==> config.mk <==
export PLATFORM = sky130hd
export DESIGN_NAME = xml_subset_tokenizer
export DESIGN_NICKNAME = d
export VERILOG_FILES = /design/src/hdl/xst_pkg.sv /design/src/hdl/xst_parser.sv /design/src/hdl/xst_res_fifo.sv /design/src/hdl/xml_subset_tokenizer.sv
export VERILOG_INCLUDE_DIRS = /design/src /design/src/hdl
export SDC_FILE = /design/constraint.sdc
export NUM_CORES = 1
export LEC_CHECK = 0
export ABC_AREA = 1
export BUFFER_PORTS_ARGS = -buffer_cell sky130_fd_sc_hd__buf_4
export CAP_MARGIN = 5
export CORE_AREA = 2 2 89 155
export DETAILED_ROUTE_END_ITERATION = 16
export DIE_AREA = 0 0 91 157
export PLACE_DENSITY = 0.66
export SLEW_MARGIN = 5
export SYNTH_ARGS = -nofsm -noshare
export SYNTH_HDL_FRONTEND = slang
export SYNTH_SLANG_ARGS = --single-unit
==> constraint.sdc <==
create_clock -name clk -period 3.65 [get_ports clk]
set_input_delay 0.1825 -clock clk [delete_from_list [all_inputs] [get_ports clk]]
set_output_delay 0.1825 -clock clk [all_outputs]
set_load 0.03 [all_outputs]
==> src/hdl/assert_macros.svh <==
// ----------------------------------------------------------------------------
// Assertion macros
// Shared concurrent assertion forms used across the tokenizer RTL.
// ----------------------------------------------------------------------------
`ifndef ASSERT_MACROS_SVH
`define ASSERT_MACROS_SVH

// The consequent must hold in the same cycle as the antecedent.
`define ASSERT_IMPLIES(lbl, clk, rst_n, ante, cons) \
  lbl: assert property (@(posedge clk) disable iff (!rst_n) (ante) |-> (cons)) \
    else $error("assertion failed");

// The consequent must hold in the cycle after the antecedent.
`define ASSERT_NEXT(lbl, clk, rst_n, ante, cons) \
  lbl: assert property (@(posedge clk) disable iff (!rst_n) (ante) |=> (cons)) \
    else $error("assertion failed");

`endif

==> src/hdl/xst_pkg.sv <==
// ----------------------------------------------------------------------------
// Tokenizer package
// Request and result types, token kinds, characters and scan modes.
// ----------------------------------------------------------------------------
package xst_pkg;

  typedef struct packed {
    logic       req_type;
    logic [7:0] char_code;
  } xst_in_t;

  typedef struct packed {
    logic [2:0] token_kind;
    logic [7:0] char_out;
    logic       char_valid;
    logic       token_last;
    logic       parse_error;
    logic       run_last;
  } xst_res_t;

  typedef struct packed {
    logic [1:0] n;
    xst_res_t   r0;
    xst_res_t   r1;
  } xst_step_t;

  localparam logic [2:0] K_END   = 3'd0;
  localparam logic [2:0] K_OPEN  = 3'd1;
  localparam logic [2:0] K_CLOSE = 3'd2;
  localparam logic [2:0] K_GT    = 3'd3;
  localparam logic [2:0] K_EMPTY = 3'd4;
  localparam logic [2:0] K_NAME  = 3'd5;
  localparam logic [2:0] K_TEXT  = 3'd6;

  localparam logic [7:0] CH_LT    = 8'h3C;
  localparam logic [7:0] CH_SLASH = 8'h2F;
  localparam logic [7:0] CH_QMARK = 8'h3F;
  localparam logic [7:0] CH_BANG  = 8'h21;
  localparam logic [7:0] CH_DASH  = 8'h2D;
  localparam logic [7:0] CH_GT    = 8'h3E;
  localparam logic [7:0] CH_EQ    = 8'h3D;
  localparam logic [7:0] CH_QUOTE = 8'h22;
  localparam logic [7:0] CH_SPACE = 8'h20;
  localparam logic [7:0] CH_TAB   = 8'h09;
  localparam logic [7:0] CH_CR    = 8'h0D;

  localparam logic [1:0] N_NONE = 2'd0;
  localparam logic [1:0] N_ONE  = 2'd1;
  localparam logic [1:0] N_TWO  = 2'd2;

  typedef enum logic [18:0] {
    M_OUT        = 19'd1 << 0,
    M_TEXT       = 19'd1 << 1,
    M_LT         = 19'd1 << 2,
    M_NAME_START = 19'd1 << 3,
    M_ELEM       = 19'd1 << 4,
    M_TAG        = 19'd1 << 5,
    M_ATTR       = 19'd1 << 6,
    M_EQ         = 19'd1 << 7,
    M_VALUE      = 19'd1 << 8,
    M_SLASH      = 19'd1 << 9,
    M_PI         = 19'd1 << 10,
    M_PI_QUOTE   = 19'd1 << 11,
    M_PI_Q       = 19'd1 << 12,
    M_BANG       = 19'd1 << 13,
    M_BANG2      = 19'd1 << 14,
    M_COMMENT    = 19'd1 << 15,
    M_COM_DASH   = 19'd1 << 16,
    M_COM_END    = 19'd1 << 17,
    M_DONE       = 19'd1 << 18
  } xst_mode_t;

  typedef enum logic [2:0] {
    R_START = 3'b001,
    R_TAG   = 3'b010,
    R_TEXT  = 3'b100
  } xst_resume_t;

  typedef struct packed {
    logic        emit;
    xst_res_t    res;
    xst_mode_t   mode;
    xst_resume_t resume;
    logic        err;
  } xst_sub_t;

endpackage

==> src/hdl/xst_parser.sv <==
// ----------------------------------------------------------------------------
// Tokenizer parser
// Scan state and the single-pass step that turns one request into results.
// ----------------------------------------------------------------------------
`include "assert_macros.svh"

module xst_parser import xst_pkg::*; (
  input  logic      clk,
  input  logic      rst_n,
  input  logic      step_en,
  input  xst_in_t   item,
  output xst_step_t step
);

  xst_mode_t   mode_r, mode_nxt;
  xst_resume_t resume_r, resume_nxt;
  logic        err_r, err_nxt;

  function automatic logic is_ws(logic [7:0] c);
    return (c == CH_SPACE) || ((c >= CH_TAB) && (c <= CH_CR));
  endfunction

  function automatic logic is_alpha(logic [7:0] c);
    return ((c >= 8'h41) && (c <= 8'h5A)) || ((c >= 8'h61) && (c <= 8'h7A));
  endfunction

  function automatic xst_res_t mk(logic [2:0] k, logic [7:0] c, logic v, logic l, logic e);
    xst_res_t r;
    r.token_kind  = k;
    r.char_out    = c;
    r.char_valid  = v;
    r.token_last  = l;
    r.parse_error = e;
    r.run_last    = 1'b0;
    return r;
  endfunction

  function automatic xst_res_t err_res();
    return mk(K_END, 8'h00, 1'b0, 1'b0, 1'b1);
  endfunction

  function automatic xst_sub_t name_start(logic [7:0] c, xst_mode_t m, xst_resume_t rs);
    xst_sub_t s;
    s.emit   = 1'b1;
    s.mode   = m;
    s.resume = rs;
    if (is_alpha(c)) begin
      s.res  = mk(K_NAME, c, 1'b1, 1'b0, 1'b0);
      s.mode = M_ELEM;
      s.err  = 1'b0;
    end else begin
      s.res = err_res();
      s.err = 1'b1;
    end
    return s;
  endfunction

  function automatic xst_sub_t tag_interior(logic [7:0] c, xst_resume_t rs);
    xst_sub_t s;
    s.emit   = 1'b0;
    s.res    = err_res();
    s.mode   = M_TAG;
    s.resume = rs;
    s.err    = 1'b0;
    priority if (is_ws(c)) begin
      s.emit = 1'b0;
    end else if (c == CH_SLASH) begin
      s.mode = M_SLASH;
    end else if (c == CH_GT) begin
      s.emit   = 1'b1;
      s.res    = mk(K_GT, 8'h00, 1'b0, 1'b1, 1'b0);
      s.mode   = M_OUT;
      s.resume = R_TAG;
    end else if (is_alpha(c)) begin
      s.emit = 1'b1;
      s.res  = mk(K_NAME, c, 1'b1, 1'b0, 1'b0);
      s.mode = M_ATTR;
    end else begin
      s.emit = 1'b1;
      s.err  = 1'b1;
    end
    return s;
  endfunction

  always_comb begin
    logic [7:0] c;
    xst_sub_t   sub;
    c          = item.char_code;
    sub        = tag_interior(c, resume_r);
    mode_nxt   = mode_r;
    resume_nxt = resume_r;
    err_nxt    = err_r;
    step.n     = N_NONE;
    step.r0    = err_res();
    step.r1    = err_res();
    if (err_r) begin
      step.n = N_ONE;
    end else if (mode_r == M_DONE) begin
      step.n  = N_ONE;
      step.r0 = mk(K_END, 8'h00, 1'b0, 1'b1, 1'b0);
    end else if (item.req_type) begin
      if (mode_r == M_OUT) begin
        step.n   = N_ONE;
        step.r0  = mk(K_END, 8'h00, 1'b0, 1'b1, 1'b0);
        mode_nxt = M_DONE;
      end else if (mode_r == M_TEXT) begin
        step.n   = N_TWO;
        step.r0  = mk(K_TEXT, 8'h00, 1'b0, 1'b1, 1'b0);
        step.r1  = mk(K_END, 8'h00, 1'b0, 1'b1, 1'b0);
        mode_nxt = M_DONE;
      end else begin
        step.n  = N_ONE;
        err_nxt = 1'b1;
      end
    end else begin
      unique case (mode_r)
        M_OUT: begin
          if (!is_ws(c)) begin
            if (c == CH_LT) begin
              mode_nxt = M_LT;
            end else if (resume_r == R_TAG) begin
              step.n   = N_ONE;
              step.r0  = mk(K_TEXT, c, 1'b1, 1'b0, 1'b0);
              mode_nxt = M_TEXT;
            end else begin
              step.n  = N_ONE;
              err_nxt = 1'b1;
            end
          end
        end
        M_TEXT: begin
          step.n = N_ONE;
          if (c == CH_LT) begin
            step.r0    = mk(K_TEXT, 8'h00, 1'b0, 1'b1, 1'b0);
            mode_nxt   = M_LT;
            resume_nxt = R_TEXT;
          end else begin
            step.r0 = mk(K_TEXT, c, 1'b1, 1'b0, 1'b0);
          end
        end
        M_LT: begin
          if (!is_ws(c)) begin
            priority if (c == CH_SLASH) begin
              step.n   = N_ONE;
              step.r0  = mk(K_CLOSE, 8'h00, 1'b0, 1'b1, 1'b0);
              mode_nxt = M_NAME_START;
            end else if (c == CH_QMARK) begin
              mode_nxt = M_PI;
            end else if (c == CH_BANG) begin
              mode_nxt = M_BANG;
            end else begin
              sub      = name_start(c, mode_r, resume_r);
              step.n   = N_TWO;
              step.r0  = mk(K_OPEN, 8'h00, 1'b0, 1'b1, 1'b0);
              step.r1  = sub.res;
              mode_nxt = sub.mode;
              err_nxt  = sub.err;
            end
          end
        end
        M_NAME_START: begin
          if (!is_ws(c)) begin
            sub      = name_start(c, mode_r, resume_r);
            step.n   = N_ONE;
            step.r0  = sub.res;
            mode_nxt = sub.mode;
            err_nxt  = sub.err;
          end
        end
        M_ELEM: begin
          if (is_alpha(c)) begin
            step.n  = N_ONE;
            step.r0 = mk(K_NAME, c, 1'b1, 1'b0, 1'b0);
          end else begin
            step.r0 = mk(K_NAME, 8'h00, 1'b0, 1'b1, 1'b0);
            if (c == CH_EQ) begin
              step.n  = N_TWO;
              err_nxt = 1'b1;
            end else begin
              step.n     = sub.emit ? N_TWO : N_ONE;
              step.r1    = sub.res;
              mode_nxt   = sub.mode;
              resume_nxt = sub.resume;
              err_nxt    = sub.err;
            end
          end
        end
        M_TAG: begin
          step.n     = sub.emit ? N_ONE : N_NONE;
          step.r0    = sub.res;
          mode_nxt   = sub.mode;
          resume_nxt = sub.resume;
          err_nxt    = sub.err;
        end
        M_ATTR: begin
          step.n = N_ONE;
          if (is_alpha(c)) begin
            step.r0 = mk(K_NAME, c, 1'b1, 1'b0, 1'b0);
          end else if (c == CH_EQ) begin
            step.r0  = mk(K_NAME, 8'h00, 1'b0, 1'b1, 1'b0);
            mode_nxt = M_EQ;
          end else begin
            err_nxt = 1'b1;
          end
        end
        M_EQ: begin
          if (!is_ws(c)) begin
            if (c == CH_QUOTE) begin
              mode_nxt = M_VALUE;
            end else begin
              step.n  = N_ONE;
              err_nxt = 1'b1;
            end
          end
        end
        M_VALUE: begin
          step.n = N_ONE;
          if (c == CH_QUOTE) begin
            step.r0  = mk(K_TEXT, 8'h00, 1'b0, 1'b1, 1'b0);
            mode_nxt = M_TAG;
          end else begin
            step.r0 = mk(K_TEXT, c, 1'b1, 1'b0, 1'b0);
          end
        end
        M_SLASH: begin
          if (!is_ws(c)) begin
            step.n = N_ONE;
            if (c == CH_GT) begin
              step.r0    = mk(K_EMPTY, 8'h00, 1'b0, 1'b1, 1'b0);
              mode_nxt   = M_OUT;
              resume_nxt = R_TAG;
            end else begin
              err_nxt = 1'b1;
            end
          end
        end
        M_PI: begin
          if (c == CH_QUOTE) begin
            mode_nxt = M_PI_QUOTE;
          end else if (c == CH_QMARK) begin
            mode_nxt = M_PI_Q;
          end
        end
        M_PI_QUOTE: begin
          if (c == CH_QUOTE) begin
            mode_nxt = M_PI;
          end
        end
        M_PI_Q, M_COM_END: begin
          if (c == CH_GT) begin
            mode_nxt = M_OUT;
          end else begin
            step.n  = N_ONE;
            err_nxt = 1'b1;
          end
        end
        M_BANG: begin
          if (c == CH_DASH) begin
            mode_nxt = M_BANG2;
          end else begin
            step.n  = N_ONE;
            err_nxt = 1'b1;
          end
        end
        M_BANG2: begin
          if (c == CH_DASH) begin
            mode_nxt = M_COMMENT;
          end else begin
            step.n  = N_ONE;
            err_nxt = 1'b1;
          end
        end
        M_COMMENT: begin
          if (c == CH_DASH) begin
            mode_nxt = M_COM_DASH;
          end
        end
        M_COM_DASH: begin
          mode_nxt = (c == CH_DASH) ? M_COM_END : M_COMMENT;
        end
        default: begin
          step.n  = N_ONE;
          err_nxt = 1'b1;
        end
      endcase
    end
    if (step.n == N_ONE) begin
      step.r0.run_last = 1'b1;
    end else if (step.n == N_TWO) begin
      step.r1.run_last = 1'b1;
    end
  end

  always_ff @(posedge clk) begin
    if (!rst_n) begin
      mode_r   <= M_OUT;
      resume_r <= R_START;
      err_r    <= 1'b0;
    end else if (step_en) begin
      mode_r   <= mode_nxt;
      resume_r <= resume_nxt;
      err_r    <= err_nxt;
    end
  end

  `ASSERT_NEXT(a_err_sticky, clk, rst_n, err_r, err_r)
  `ASSERT_IMPLIES(a_two_run_last, clk, rst_n, step.n == N_TWO,
                  !step.r0.run_last && step.r1.run_last)

endmodule

==> src/hdl/xst_res_fifo.sv <==
// ----------------------------------------------------------------------------
// Result queue
// Four-entry queue that takes up to two results a cycle while it has room and gives one while the receiver is ready.
// ----------------------------------------------------------------------------
`include "assert_macros.svh"

module xst_res_fifo import xst_pkg::*; (
  input  logic      clk,
  input  logic      rst_n,
  input  logic      push_en,
  input  xst_step_t push,
  output logic      has_room,
  output logic      out_valid,
  input  logic      out_ready,
  output xst_res_t  out_data
);

  xst_res_t   mem_r [4];
  logic [1:0] wr_ptr_r, wr_ptr_nxt;
  logic [1:0] rd_ptr_r, rd_ptr_nxt;
  logic [2:0] count_r, count_nxt;
  logic [1:0] push_n;
  logic       pop;

  assign push_n    = push_en ? push.n : N_NONE;
  assign pop       = out_valid && out_ready;
  assign has_room  = count_r <= 3'd2;
  assign out_valid = count_r != 3'd0;
  assign out_data  = mem_r[rd_ptr_r];

  assign wr_ptr_nxt = wr_ptr_r + push_n;
  assign rd_ptr_nxt = rd_ptr_r + {1'b0, pop};
  assign count_nxt  = count_r + {1'b0, push_n} - {2'b00, pop};

  always_ff @(posedge clk) begin
    if (push_n != N_NONE) begin
      mem_r[wr_ptr_r] <= push.r0;
    end
    if (push_n == N_TWO) begin
      mem_r[wr_ptr_r + 2'd1] <= push.r1;
    end
  end

  always_ff @(posedge clk) begin
    if (!rst_n) begin
      wr_ptr_r <= 2'd0;
      rd_ptr_r <= 2'd0;
      count_r  <= 3'd0;
    end else begin
      wr_ptr_r <= wr_ptr_nxt;
      rd_ptr_r <= rd_ptr_nxt;
      count_r  <= count_nxt;
    end
  end

  `ASSERT_IMPLIES(a_no_overflow, clk, rst_n, push_n != N_NONE, has_room)

endmodule

==> src/hdl/xml_subset_tokenizer.sv <==
// Flow: an accepted request waits in the input register until the result queue has room;
// it is then parsed combinationally, its results enter the queue, which offers them
// on the output in order. Throughput: one request a cycle while the four-entry result queue
// has room; the input stalls only while the queue holds three results or more.
// Reset: synchronous, active low; clears the input valid flag, scan state, error flag and queue.
// ----------------------------------------------------------------------------
// XML subset tokenizer
// Input register, single-pass parser step and result queue.
// ----------------------------------------------------------------------------
module xml_subset_tokenizer import xst_pkg::*; (
  input  logic     clk,
  input  logic     rst_n,
  input  logic     in_valid,
  output logic     in_ready,
  input  xst_in_t  in_data,
  output logic     out_valid,
  input  logic     out_ready,
  output xst_res_t out_data
);

  logic      in_vld_r, in_vld_nxt;
  xst_in_t   in_data_r;
  logic      has_room;
  logic      advance;
  xst_step_t step;

  assign advance    = in_vld_r && has_room;
  assign in_ready   = !in_vld_r || advance;
  assign in_vld_nxt = (in_valid && in_ready) ? 1'b1 : (advance ? 1'b0 : in_vld_r);

  always_ff @(posedge clk) begin
    if (!rst_n) begin
      in_vld_r <= 1'b0;
    end else begin
      in_vld_r <= in_vld_nxt;
    end
  end

  always_ff @(posedge clk) begin
    if (in_valid && in_ready) begin
      in_data_r <= in_data;
    end
  end

  xst_parser u_parser (
    .clk     (clk),
    .rst_n   (rst_n),
    .step_en (advance),
    .item    (in_data_r),
    .step    (step)
  );

  xst_res_fifo u_fifo (
    .clk       (clk),
    .rst_n     (rst_n),
    .push_en   (advance),
    .push      (step),
    .has_room  (has_room),
    .out_valid (out_valid),
    .out_ready (out_ready),
    .out_data  (out_data)
  );

endmodule
# Yosys cells after proc, flatten, opt, wreduce, memory -nomap -nowiden

Memory sizes are Yosys's and may differ from the RTL's. A register that Yosys moved wholly into a read port is not among the register bits.
Cells that the tools add are included.

Input port bits: 13
Output and inout bits: 17
Bits in writable memories: 60
Bits in registers: 40
Memories: 1

Memories:

| memory       | words | bits a word | read ports | clocked after memory_dff | wr ports | RTL line           | source |
|---|---|---|---|---|---|---|---|
| u_fifo.mem_r | 4     | 15          | 1          | 1                        | 2        | xst_res_fifo.sv:18 | `xst_res_t mem_r [4];` |

Multiplexer cells: 126
Order comparisons: 7
Equality and inequality tests: 55
Reductions and logical operators: 21
$add $sub $neg: 5
Bitwise logic cells: 3

Operators with widths:

| operator                                              | count |
|---|---|
| 2-to-1 mux 19 bit                                     | 29 |
| case mux 19 bit (17 select lines)                     | 1 |
| 2-to-1 mux 32 bit                                     | 10 |
| 2-to-1 mux 15 bit                                     | 10 |
| case mux 15 bit (9 select lines)                      | 1 |
| 2-to-1 mux 17 bit                                     | 5 |
| 2-to-1 mux 16 bit                                     | 5 |
| equality test 8 x 6 -> 1 bit, second input constant   | 9 |
| 2-to-1 mux 35 bit                                     | 2 |
| 2-to-1 mux 34 bit                                     | 2 |
| 2-to-1 mux 30 bit                                     | 2 |
| 2-to-1 mux 1 bit                                      | 38 |
| 2-to-1 mux 38 bit                                     | 1 |
| case mux 15 bit (2 select lines)                      | 1 |
| != test 3 bit, second input constant                  | 9 |
| 2-to-1 mux 12 bit                                     | 2 |
| AND reduction 23 bit                                  | 1 |
| != test 3 x 2 -> 1 bit, second input constant         | 7 |
| case mux 2 bit (10 select lines)                      | 1 |
| equality test 19 x 1 -> 1 bit, second input constant  | 1 |
| equality test 19 x 10 -> 1 bit, second input constant | 1 |
| equality test 19 x 11 -> 1 bit, second input constant | 1 |
| equality test 19 x 12 -> 1 bit, second input constant | 1 |
| equality test 19 x 13 -> 1 bit, second input constant | 1 |
| 49 further kinds                                      | 76 |

# Longest topological paths before layout

Depth after elaboration: 22
Mapped depth: 22
Depth with buffers taken out: 21

# Hierarchy

A second synthesis with hierarchy kept.

Cell total of the unflattened synthesis: 873
Area, all modules: 6,736.5 um^2

By module, submodules not included:

| module               | cells each | area each (um^2) | sequential area each (um^2) | times used |
|---|---|---|---|---|
| xst_res_fifo         | 360        | 3,617.2          | 1,941.9                     | 1 |
| xst_parser           | 495        | 2,790.2          | 460.4                       | 1 |
| xml_subset_tokenizer | 18         | 329.1            | 290.3                       | 1 |

# Worst setup path after synthesis

Ideal clock, no wire load.

Kind: reg2reg
Start: reg in_data_r[7] (netlist name)
End: reg u_fifo.count_r[2]
Setup slack: 1.115 ns
Setup time: 0.128 ns
Path buffers: 0
Arrival time: 2.407 ns
Stages on the path, launching flop included: 18
Data required time: 3.522 ns
Path through: edfxtp_1 nor2_4 nand3_1 nor3_1 nor2_1 inv_1 o21ai_0 nand3_1 o21bai_1 nand2_1 nand2_1 inv_1 ha_1 inv_1 fa_1 xor2_1 inv_1 nor2_1

Cells in the longest elaborated chain, start to end: 18

RTL lines:

| item                                 | RTL line                   | source |
|---|---|---|
| from (decl)                          | xml_subset_tokenizer.sv:22 | `xst_in_t in_data_r;` |
| from (signal assigned)               | xml_subset_tokenizer.sv:41 | `in_data_r <= in_data;` |
| equality test 8 x 6 -> 1 bit         | xst_parser.sv:149          | `end else if (c == CH_BANG) begin` |
| 2-to-1 mux 32 bit                    | xst_parser.sv:149          |  |
| 2-to-1 mux 32 bit                    | xst_parser.sv:147          | `end else if (c == CH_QMARK) begin` |
| 2-to-1 mux 32 bit                    | xst_parser.sv:143          | `priority if (c == CH_SLASH) begin` |
| 2-to-1 mux 32 bit                    | xst_parser.sv:142          | `if (!is_ws(c)) begin` |
| 2-to-1 mux 32 bit                    | xst_parser.sv:116          | `unique case (mode_r)` |
| 2-to-1 mux 32 bit                    | xst_parser.sv:101          | `end else if (item.req_type) begin` |
| 2-to-1 mux 32 bit                    | xst_parser.sv:98           | `end else if (mode_r == M_DONE) begin` |
| [... 2 more ...]                     | n/a                        |  |
| 2-to-1 mux 32 bit                    | xst_parser.sv:142          |  |
| case mux 2 bit (10 select lines) (*) | xst_parser.sv:116          |  |
| 2-to-1 mux 32 bit (*)                | xst_parser.sv:101          |  |
| 2-to-1 mux 17 bit (*)                | xst_parser.sv:98           |  |
| 2-to-1 mux 2 bit (*)                 | xst_parser.sv:96           | `if (err_r) begin` |
| 2-to-1 mux 2 bit (*)                 | xst_res_fifo.sv:25         | `assign push_n = push_en ? push.n : N_NONE;` |
| adder 3 x 2 -> 3 bit (*)             | xst_res_fifo.sv:33         | `assign count_nxt = count_r + {1'b0, push_n} - {2'b00, pop};` |
| subtractor 3 x 1 -> 3 bit (*)        | xst_res_fifo.sv:33         |  |
| to (signal assigned)                 | xst_res_fifo.sv:52         | `count_r <= count_nxt;` |
| to (decl)                            | xst_res_fifo.sv:21         | `logic [2:0] count_r, count_nxt;` |

Every way passes the cells marked *; elsewhere a longest branch is shown, timed or not. The select of a mux whose other input is x is not followed.
A chain may end at the register's enable or synchronous reset.

==> impl_metrics.csv <==
group,metric,value,unit
sta,slew_viol_final,0,
global_routing,grt_pass1_vias,5551,
power_and_ir_drop,sw_frac_of_total,0.464,
global_routing,grt_overflow,0,
critical_path,cpMostUsedCell,"nand2_1",
yosys,synth-seq-area-share,0.424,
sta,relSlewSlack,0.183,
floorplanning,die_w,91,um
yosys,synth_warnings,0,
critical_path,critPathTopFamily,"simple AND/OR/NAND/NOR gates",
finish,fill_cells,1250,
finish,final_nets,881,
detailed_routing,routedWlPerCell,17.0,um
global_routing,grt_pass1_wl,28.2,mm
clock_network,clk_latency,0.36,ns
global_routing,antenna_found_initial,0,
critical_path,crit_fanout,15,
yosys,avgSynthCellArea,7.61,um2
sta,period_needed,3.37,ns
finish,fin_util,0.543,
finish,n_antenna_cell,0,
job,maxCapViolations,0,
power_and_ir_drop,clkPwrFrac,0.191,
power_and_ir_drop,power.leakage,2.97,nW
yosys,synthArstFlopShare,0,
sta,finalClockSkew,0.0126,ns
detailed_routing,totalWireLength,17.6,mm
placement,pre_cts_ws,0.373,ns
critical_path,critical-path-max-stage-delay,0.60,ns
clock_network,cts_made_buffers,9,
floorplanning,core-area,0.0129,mm2
power_and_ir_drop,p_comb_frac,0.502,
critical_path,slowest_stage,"nor3_1",
critical_path,arrival,3.31,ns
detailed_routing,dr_total_vias,5644,
placement,dpl.hpwl,14.0,mm
power_and_ir_drop,p_int,0.00265,W
placement,placed_area,0.00665,mm2
sta,max_freq,297,MHz
yosys,synthCells,834,
power_and_ir_drop,cellPowerDensity,705,mW/mm2
status,outcome,"finished, final reports clean",
yosys,yosys.area.top_type_share,0.326,
sta,layout_setup_ws,0.283,ns
yosys,synthFlopType,"edfxtp_1",
finish,syn2layout_area_growth,10.7,%
clock_network,cts.repair.resized,0,
finish,multi_input_comb_area,0.00316,mm2
floorplanning,initial_core_util,0.491,
yosys,netlist_area,0.00635,mm2
yosys,ys_ff_latch,100,
critical_path,critPathBufInv,0,
power_and_ir_drop,power.net_switching,0.00230,W
detailed_routing,drc,0,
critical_path,critical_path_class,"flop to flop",
finish,design_area,0.00702,mm2
detailed_routing,dr.pass1.iters,6,
clock_network,clockRootBuffer,"clkbuf_16",
critical_path,r2r_setup_slack,0.28,ns
critical_path,startpoint_type,"flop",
yosys,synth.area.top_cells,"edfxtp_1, dfxtp_1, nand2_1",
yosys,synth_top_cell_by_area,"edfxtp_1",
detailed_routing,drtIter0Drc,336,
floorplanning,die_area,0.0143,mm2
global_routing,grt_max_degree,36,
yosys,syn_nets,853,
clock_network,clk_pin_slew,0.07,ns
sta,fin_crit_sh,0.922,
clock_network,cts_max_level,3,
placement,gp_congestion,0.963,
placement,numPortBuffers,29,
critical_path,end_kind,"flop",
sta,hold_viol_final,0,
sta,worstMarginPinSlew,1.23,ns
power_and_ir_drop,vdd_drop_max,493,uV
sta,setup_viol,0,
detailed_routing,via_per_inst,5.44,
floorplanning,rows,55,
detailed_routing,ant_nets,0,
finish,drive_above_1_share,0.138,
floorplanning,pin_count,30,
yosys,synth_edf_count,69,
critical_path,required,3.59,ns
sta,fin_setup_tns,0,ns
clock_network,clock_sinks,100,
critical_path,path_cells,"nor2_4 -> nand3_1 -> nor3_1 -> nor2_1 -> nand2_1 -> nand2_1 -> nor2_1 -> nand3_1 -> o21bai_1 -> nand2_1 -> nand2_1 -> nand2_1 -> nand2_1 -> nand2_1",
finish,regArea,0.00269,mm2
clock_network,cts_buffer_depth,2,
yosys,yosysUniqueCellTypes,42,
sta,rsz0062_at_grt,"no",
worst_hold_path,hold_class,"primary input to flop",
global_routing,grtUsageTotal,0.255,
clock_network,postCtsSetupRepairBufs,0,
floorplanning,die_h,157,um
clock_network,cts_tree,"yes",
power_and_ir_drop,power_frac_seq,0.307,
==> kinds of logic (layout without fill, tap and decap cells) <==
logic type | count (synthesis) | after routing | synth area share
buffers and inverters | 112 | 145 | 0.0777
adder cells (fa/ha/maj) | 6 | 6 | 0.0130
AO/OA/AOI/OAI | 151 | 151 | 0.133
XOR/XNOR | 5 | 5 | 0.00690
flip-flops | 100 | 100 | 0.424
AND/OR/NAND/NOR | 460 | 460 | 0.345
==> worst paths after layout <==
check                                    startpoint                                 to  cells past startpoint
setup / recovery             in_data_r[7]$_DFFE_PP_      u_fifo.mem_r[3][10]$_DFFE_PP_                     14
hold / removal                             in_valid              in_vld_r$_SDFFE_PN0P_                      3
setup reg to reg             in_data_r[7]$_DFFE_PP_      u_fifo.mem_r[3][10]$_DFFE_PP_                     14
hold reg to reg   u_parser.resume_r[0]$_SDFFE_PN1P_  u_parser.resume_r[0]$_SDFFE_PN1P_                      2
==> what timing repair did <==
action / CTS / global route
hold buffers: 9 / 0
setup endpoints to repair: 0 / 0
endpoints found under the hold margin: 9 / 0
==> power groups by stage <==
stage	Combinational, W	Sequential, W	Clock [W]
CTS	0.00249	0.00152	0.000974
floorplan	0.00189	0.00151	0
detailed placement	0.00247	0.00155	0
global route	0.00275	0.00154	0.00101
finish	0.00248	0.00152	0.000946
global placement	0.00245	0.00154	0
==> routing by layer <==
layer	part of all wire	global-route usage	vias up
met5	0	0	-
met4	0.067	0.169	0
met3	0.035	0.0369	69
met2	0.54	0.483	155
met1	0.36	0.255	2564
li1	-	-	2856
==> synthesized netlist by cell type (7+ instances only) <==
cell type / instances
a21oi_1: 18
o22ai_1: 17
clkbuf_1: 11
inv_1: 76
nand4_1: 9
nand2_2: 12
dfxtp_1: 31
inv_2: 10
o21ai_1: 39
buf_6: 7
nor2_2: 16
nor2_4: 9
nand2_1: 163
nor3_1: 22
edfxtp_1: 69
nand3_1: 57
o21ai_0: 56
nor2_1: 144
==> worst register-to-register path, cell delays in order, from the launching register on <==
cell and delay [ns]:
edfxtp_1 0.48, nor2_4 0.18, nand3_1 0.13, nor3_1 0.60, nor2_1 0.24, nand2_1 0.15, nand2_1 0.06, nor2_1 0.11
nand3_1 0.08, o21bai_1 0.14, nand2_1 0.09, nand2_1 0.09, nand2_1 0.11, nand2_1 0.08, nand2_1 0.42
==> through the flow <==
step	hold slack, ns	total power [W]	cells
3_3_place_gp	0.361	0.00399	1013
4_1_cts	0.100	0.00498	1038
3_5_place_dp	0.362	0.00402	1013
6_report	0.103	0.00495	1038
2_1_floorplan	0.281	0.00341	834
5_1_grt	0.115	0.00530	1038
==> flip-flops by register name, indices dropped and copies added (netlist names) <==
| name | count |
|---|---|
| u_fifo.mem_r | 60 |
| u_parser.resume_r | 3 |
| u_fifo.rd_ptr_r | 2 |
| u_parser.mode_r | 19 |
| u_fifo.wr_ptr_r | 2 |
| in_vld_r | 1 |
| u_fifo.count_r | 3 |
| in_data_r | 9 |
| u_parser.err_r | 1 |
==> cell usage in the layout, fill, tap and decap left out, types with 4 or more instances in the layout <==
cell type      count
ha_1               5
nand3_2            6
o21ai_1           39
o21ai_0           56
buf_4             34
inv_2             10
nand2_2           12
nor2_1           144
o22ai_1           17
nor3_1            22
nor2_2            16
a21oi_1           18
o211ai_1           4
nand3b_1           6
nand2_1          163
nor3b_1            5
xnor2_1            4
inv_1             76
dfxtp_1           31
o21ai_2            6
nor2_4             9
clkbuf_16          9
edfxtp_1          69
dlygate4sd3_1      9
nand3_1           57
nand4_1            9
==> area by class of cell <==
class | count | share of cell area
well taps | 171 | 0.0305
multi-input cells | 622 | 0.450
repair buffers | 43 | 0.0492
clock inverters | 7 | 0.00891
inverters | 86 | 0.0460
clock buffers | 9 | 0.0321
flip-flops and latches | 100 | 0.383
Power figures use the tool's default switching activity.
